[src/hw/rtl/hnvt_pkg.sv]
// ----------------------------------------------------------------------------
// hnvt_pkg
// Shared types, status codes and helpers for the header name/value table.
// ----------------------------------------------------------------------------
package hnvt_pkg;

	localparam logic [1:0] STATUS_OK        = 2'd0;
	localparam logic [1:0] STATUS_TOO_LONG  = 2'd1;
	localparam logic [1:0] STATUS_FULL      = 2'd2;
	localparam logic [1:0] STATUS_NOT_FOUND = 2'd3;

	localparam logic OP_SET = 1'b0;
	localparam logic OP_GET = 1'b1;

	localparam logic PART_NAME  = 1'b0;
	localparam logic PART_VALUE = 1'b1;

	// One result item
	typedef struct packed {
		logic [1:0] status;
		logic [7:0] out_byte;
		logic       byte_present;
		logic       last;
		logic [4:0] entries_in_use;
	} out_item_t;

	// Fold ASCII upper case onto lower case
	function automatic logic [7:0] fold_byte(input logic [7:0] c);
		logic [7:0] r;
		r = c;
		if (c >= 8'h41 && c <= 8'h5A) begin
			r = c + 8'd32;
		end
		return r;
	endfunction

endpackage

[src/hw/rtl/hnvt_out_reg.sv]
// ----------------------------------------------------------------------------
// hnvt_out_reg
// Output holding register: keeps one result until the sink takes it.
// ----------------------------------------------------------------------------
module hnvt_out_reg (
	input  logic              clk,
	input  logic              arst_n,
	input  logic              load,
	input  hnvt_pkg::out_item_t item,
	output logic              free,
	output logic              m_axis_tvalid,
	input  logic              m_axis_tready,
	output logic [15:0]       m_axis_tdata,  // out_byte[7:0], entries_in_use[12:8], zero fill
	output logic [2:0]        m_axis_tuser,  // status[1:0], byte_present[2]
	output logic              m_axis_tlast
);
	import hnvt_pkg::*;

	logic      valid_q;
	out_item_t item_q;

	assign free = !valid_q || m_axis_tready;

	// Hold the result until the transfer completes
	always_ff @(posedge clk or negedge arst_n) begin
		if (!arst_n) begin
			valid_q <= 1'b0;
		end else if (free) begin
			valid_q <= load;
		end
	end

	always_ff @(posedge clk) begin
		if (free && load) begin
			item_q <= item;
		end
	end

	assign m_axis_tvalid = valid_q;
	assign m_axis_tdata  = {3'b000, item_q.entries_in_use, item_q.out_byte};
	assign m_axis_tuser  = {item_q.byte_present, item_q.status};
	assign m_axis_tlast  = item_q.last;

endmodule

[config.mk]
export PLATFORM = sky130hd
export DESIGN_NAME = hnvt_out_reg
export DESIGN_NICKNAME = d
export VERILOG_FILES = /design/src/hw/rtl/hnvt_pkg.sv /design/src/hw/rtl/hnvt_out_reg.sv
export SDC_FILE = /design/constraint.sdc
export NUM_CORES = 1
export LEC_CHECK = 0
export BUFFER_PORTS_ARGS = -buffer_cell sky130_fd_sc_hd__buf_4
export CELL_PAD_IN_SITES_DETAIL_PLACEMENT = 0
export CELL_PAD_IN_SITES_GLOBAL_PLACEMENT = 2
export CORE_MARGIN = 2
export CORE_UTILIZATION = 21
export DETAILED_ROUTE_END_ITERATION = 12
export PLACE_DENSITY = 0.79
export SLEW_MARGIN = 25
export SYNTH_ARGS = -nofsm -noshare
export SYNTH_HDL_FRONTEND = slang
export SYNTH_SLANG_ARGS = --single-unit
[constraint.sdc]
create_clock -name clk -period 0.9 [get_ports clk]
set_input_delay 0.045 -clock clk [delete_from_list [all_inputs] [get_ports clk]]
set_output_delay 0.045 -clock clk [all_outputs]
set_load 0.02 [all_outputs]
==> impl_results.md, run 1 <==
* Final HPWL DP at 932 um
* #FFs+latches synth at 18
* Failing checks: setup timing
* H-tree depth at 1
* Maxcap violations at 0
* Num rows at 19
* Initial antenna violation count at 0
* Total congestion overflow at 0
* CTS clk-pin slew, worst paths at 0.10 ns
* Yosys cell types at 7
* Final worst slack at -0.150 ns
* Part of the cycle the worst path needs at 117%
* Starting Density at 21.8%
* Hold Violations, Final at 0
* Share of cells above drive strength 1 at 54.4%
* CTS tree: yes
* Ranking of synthesized cells by area: edfxtp_1 (86%), dfrtp_1 (4.2%), buf_4 (3.8%)
* Top-area cell type share of the netlist area at between 80 and 90%
* Setup-failing EPs final at 19
* Port-buffer cells at 39
* # diodes at 0
* Global Route Usage Sum at 9.84%
* CP Class: flop to output pin
* Worst skew pair latency at just under 0.3 ns
* Via count at 462
* Area growth syn-to-layout at 108%
* Initial drt markers at 1
* TritonCTS Sinks at 18
* Global placement routability congestion at 0.567
* DRT antenna net count at 0
* Die width at 57.0 um
* Synth Flop Type: edfxtp_1
* CP required at 0.85 ns
* Power Density at between 1000 and 1500 mW/mm^2
* Crit. End Element: output pin
* Clk buf depth at 2
* Async S/R FF share, synth at approximately 5.6%
* Nets@finish at 112
* Die Area at 0.00325 sq mm
* Minimum clock period at between 1 and 1.5 ns
* Placed cell areas at 916 sq um
* Ports at 43
* Post-synth EDFFs at 17
* Pre-CTS setup slack at -0.185 ns
* Synth warnings at 0
* CTS Buf Count at 3
* Root buf cell: clkbuf_4
* Fin area at 0.00123 sq mm
* Number of max-slew violations in the final report at 0
* Number of global-route vias before repair at 551
* Status: finished, violations left
* Sequential area share after synthesis at 90.7%
* Skew final at around 0.0066 ns
* Cells after Synth at 25
* FMAX at 952 MHz
* DR pass1 iterations at 3
* CP Launch Type: flop
* Worst min-delay path category: input pin to async pin
* Routed len/inst at 12.5 um
* Post-route insts no fill at 121
* Maximum fanout along the worst path at 3
* Syn avg cell area at between 20 and 25 sq um
* Wire length of the first global-routing pass at between 2000 and 2500 um
* Vias/cell at 3.82
* RSZ-0062 raised after global routing: true
* Syn Std Cell Area at between 500 and 600 sq um
* Routed WL at 1520 um
* Leakage at 0.523 nW
* Area of the core at 0.00271 sq mm
* Worst Path Arrival at 1.00 ns
* Chip Height at ~57 um
* Synth area leader: edfxtp_1
* Largest net degree at the start of global routing at 11
* Placed Cells at 95
* Worst VDD drop at around 0.0007 V
* DRC Markers at 0
* Top-count cell post-synth: edfxtp_1
* Most common library cells after synthesis: edfxtp_1 (17), buf_4 (3)
-- stage by stage --
step	hold WS, ns	util [%]	power, mW	TNS [ns]
5_1_grt	0.0404	45.4	1.85	-3.03
2_1_floorplan	-0.251	-	1.11	-4.03
3_5_place_dp	-0.175	33.8	1.26	-3.14
4_1_cts	0.0480	43.5	1.76	-2.39
3_3_place_gp	-0.179	33.8	1.25	-2.53
6_report	0.0644	45.4	1.77	-2.23
-- layer usage --
| layer | track usage [%] | part of all wire [%] | vias up |
|---|---|---|---|
| li1 | - | - | 218 |
| met1 | 9.58 | 35 | 219 |
| met2 | 19.7 | 58 | 25 |
| met3 | 2.04 | 6.8 | 0 |
| met4 | 3.99 | 0 | 0 |
| met5 | 0 | 0 | - |
-- flip-flops by register name, summed over array words and instances (netlist names) --
signal / cells
m_axis_tdata: 13
m_axis_tuser: 3
m_axis_tlast: 1
m_axis_tvalid: 1
-- cell usage in the layout, fill, tap and decap left out --
master	instances
buf_4	22
buf_6	20
dlygate4sd3_1	19
edfxtp_1	17
conb_1	3
clkbuf_4	3
and2_4	2
nand2b_4	1
nand2b_1	1
clkbuf_1	1
dfrtp_2	1
-- cells by family (layout without fill, tap and decap cells) --
logic type    Yosys count  after routing  share of synthesized area (%)
simple gates            3              4                           4.87
flops                  18             18                           90.7
buf+inv                 3             65                           3.81
other cells             1              3                          0.635
-- worst paths after layout --
| check | startpoint | end | slack, ns | depth (start not counted) |
|---|---|---|---|---|
| hold / removal | arst_n | m_axis_tvalid$_DFFE_PN0P_ | 0.06 | 2 |
| hold reg to reg | m_axis_tvalid$_DFFE_PN0P_ | m_axis_tvalid$_DFFE_PN0P_ | 0.78 | 4 |
| setup reg to reg | m_axis_tvalid$_DFFE_PN0P_ | m_axis_tdata[2]$_DFFE_PP_ | -0.13 | 2 |
| setup / recovery | m_axis_tvalid$_DFFE_PN0P_ | free | -0.15 | 3 |
| min in group clk | load | m_axis_tdata[9]$_DFFE_PP_ | 0.19 | 2 |
| max in group asynchronous | arst_n | m_axis_tvalid$_DFFE_PN0P_ | 0.74 | 2 |
-- power breakdown --
part | leakage, nW | internal [mW] | switching (mW)
logic | 0.336 | 0.217 | 0.144
registers | 0.172 | 0.972 | 0.0216
clock network | 0.0150 | 0.172 | 0.242
total | 0.523 | 1.36 | 0.407
-- cell type report --
class / instances / area (sq um)
sequential: 18 / 537
fill: 269 / 1480
clock buffer: 4 / 26.3
multi-input combinational: 7 / 48.8
tap: 31 / 38.8
timing repair buffer: 61 / 581
-- critical path, cell delays in order (launching register included) --
cell and delay, ns:
dfrtp_2 0.43, nand2b_4 0.09, buf_6 0.10, buf_6 0.10
-- timing repair --
item                       4_1_cts  5_1_grt
pin swaps                        2        1
resized for setup                9       12
hold endpoints to repair        19        0
gates cloned                     1        0
setup endpoints to repair       24       36
hold buffers                    19        0
setup buffers                    1        1
Note: power is estimated with default switching activity, not from simulation.
==> run 2, diff against run 1 <==
--- a/config.mk
+++ b/config.mk
@@ -12,6 +12,7 @@
 export CORE_UTILIZATION = 21
 export DETAILED_ROUTE_END_ITERATION = 12
 export PLACE_DENSITY = 0.79
+export SKIP_CTS_REPAIR_TIMING = 1
 export SLEW_MARGIN = 25
 export SYNTH_ARGS = -nofsm -noshare
 export SYNTH_HDL_FRONTEND = slang
==> impl_results.md, run 2 (synthesis results as in run 1) <==
* Worst min-delay path category: input pin to async pin (unchanged)
* Routed WL at 1490 um (was 1520 um)
* Wire length of the first global-routing pass at 1780 um (was 2350 um)
* Die Area at 0.00325 sq mm (unchanged)
* Minimum clock period at 1.05 ns (about the same)
* DRT antenna net count at 0 (unchanged)
* Critical path cell sequence: nand2b_4, buf_6, buf_6 (unchanged)
* Port-buffer cells at 39 (unchanged)
* Power Density at 1460 mW/mm^2 (was 1440 mW/mm^2)
* Commonest non-fill, non-tap cells in the layout: buf_4 (23), dlygate4sd3_1 (19), edfxtp_1 (17), buf_6 (17) (was buf_4 (22), buf_6 (20), dlygate4sd3_1 (19))
* Clk buf depth at 2 (unchanged)
* CTS clk-pin slew, worst paths at 0.10 ns (about the same)
* Via count at 450 (was 462)
* Psw at 0.405 mW (was 0.407 mW)
* Nets@finish at 110 (was 112)
* Clock power frac at 23.7% (was 23.4%)
* Status: finished, violations left (unchanged)
* Initial antenna violation count at 0 (unchanged)
* Total negative slack at -2.18 ns (was -2.23 ns)
* Area of the core at 0.00271 sq mm (unchanged)
* Share of cells above drive strength 1 at 53.4% (was 54.4%)
* Worst VDD drop at 0.000731 V (was 0.000717 V)
* Total congestion overflow at 0 (unchanged)
* Ports at 43 (unchanged)
* Failing checks: setup timing (unchanged)
* Starting Density at 21.8% (unchanged)
* TritonCTS Sinks at 18 (unchanged)
* Worst skew pair latency at 0.29 ns (about the same)
* Crit-path most repeated cell: buf_6 (unchanged)
* Area growth syn-to-layout at 104% (was 108%)
* Largest net degree at the start of global routing at 18 (was 11)
* Global placement routability congestion at 0.567 (unchanged)
* RSZ-0062 raised after global routing: true (unchanged)
* Chip Height at 57.0 um (unchanged)
* CP peak stage delay at 0.43 ns (about the same)
* CP Launch Type: flop (unchanged)
* # diodes at 0 (unchanged)
* Number of fill cells at 268 (was 269)
* Max reg flops at 13 (unchanged)
* Root buf cell: clkbuf_4 (unchanged)
* Maximum fanout along the worst path at 3 (unchanged)
* Leakage at 0.510 nW (was 0.523 nW)
* Total power at 1.75 mW (was 1.77 mW)
* Maxcap violations at 0 (unchanged)
* Crit. End Element: output pin (unchanged)
* H-tree depth at 1 (unchanged)
* Commonest non-fill, non-tap cell in the layout: buf_4 (unchanged)
* Placed Cells at 95 (unchanged)
* Number of max-slew violations in the final report at 0 (unchanged)
* Post-route insts no fill at 119 (was 121)
* FMAX at 949 MHz (was 952 MHz)
* Final HPWL DP at 932 um (unchanged)
* CTS tree: yes (unchanged)
* Die width at 57.0 um (unchanged)
* Number of global-route vias before repair at 401 (was 551)
* Num rows at 19 (unchanged)
* CP required at 0.85 ns (about the same)
* P_int at 1.35 mW (was 1.36 mW)
* Setup-failing EPs final at 20 (was 19)
* Combinational power share at 19.7% (was 20.4%)
* DRC Markers at 0 (unchanged)
* Vias/cell at 3.78 (was 3.82)
* CP Class: flop to output pin (unchanged)
* Worst Path Arrival at 1.01 ns (was 1.00 ns)
* Global Route Usage Sum at 7.51% (was 9.84%)
* DR pass1 iterations at 2 (was 3)
* CTS Buf Count at 3 (unchanged)
* Initial drt markers at 2 (was 1)
* CP max stage cell: dfrtp_2 (unchanged)
* Routed len/inst at 12.5 um (about the same)
* Final worst slack at -0.153 ns (was -0.150 ns)
* Part of the cycle the worst path needs at 117% (about the same)
* Skew final at 0.00589 ns (was 0.00657 ns)
* Sequential power share at 56.6% (was 56.2%)
* Hold Violations, Final at 0 (unchanged)
* Switching share of power at 23.1% (was 23.0%)
## run 2: cell types whose count changed in the layout (fill, tap and decap cells not counted)
| cell | change |
|---|---|
| buf_6 | -3 |
| buf_4 | +1 |
## run 2: cell type report
| type | count | area (sq um) | share of cell area [%] |
|---|---|---|---|
| clock buffer | 4 | 26.3 | 2.18 |
| tap | 31 | 38.8 | 3.22 |
| multi-input combinational | 7 | 48.8 | 4.05 |
| sequential | 18 | 537 | 44.5 |
| timing repair buffer | 59 | 554 | 46.0 |
## run 2: worst paths after layout
path                       slack [ns]                          to                      start  depth (start not counted)
setup / recovery                -0.15                        free  m_axis_tvalid$_DFFE_PN0P_                          3
hold / removal                   0.06   m_axis_tvalid$_DFFE_PN0P_                     arst_n                          2
setup reg to reg                -0.13  m_axis_tdata[10]$_DFFE_PP_  m_axis_tvalid$_DFFE_PN0P_                          2
hold reg to reg                  0.67   m_axis_tvalid$_DFFE_PN0P_  m_axis_tvalid$_DFFE_PN0P_                          3
max in group asynchronous        0.75   m_axis_tvalid$_DFFE_PN0P_                     arst_n                          2
min in group clk                 0.14   m_axis_tvalid$_DFFE_PN0P_              m_axis_tready                          4
## run 2: stage by stage
stage	setup slack (ns)	utilization [%]	area, sq um	hold WS, ns
2_1_floorplan	-0.237	-	599	-0.251
3_3_place_gp	-0.150	33.8	916	-0.179
3_5_place_dp	-0.185	33.8	916	-0.175
4_1_cts	-0.197	34.8	942	-0.497
5_1_grt	-0.194	44.5	1200	0.0404
6_report	-0.153	44.5	1200	0.0633
## run 2: critical path, delay by kind of cell, from the launching register on
kind                   cells  cell delay [ns]
DFF                        1             0.43
buffers and inverters      2             0.20
and+or+nand+nor            1             0.09
## run 2: layer usage
metal,track usage [%],share of wire [%],vias up
met2,12.8,58,25
met3,2.04,7.0,0
met4,3.99,0,0
li1,-,-,211
met1,8.55,35,214
met5,0,0,-
## run 2: power groups by stage
stage	combinational, mW	sequential (mW)	clock [mW]
after floorplan	0.0510	1.06	0
after global placement	0.244	1.00	0
after detailed placement	0.248	1.01	0
after CTS	0.248	0.987	0.435
after global routing	0.364	0.999	0.474
final	0.346	0.993	0.415
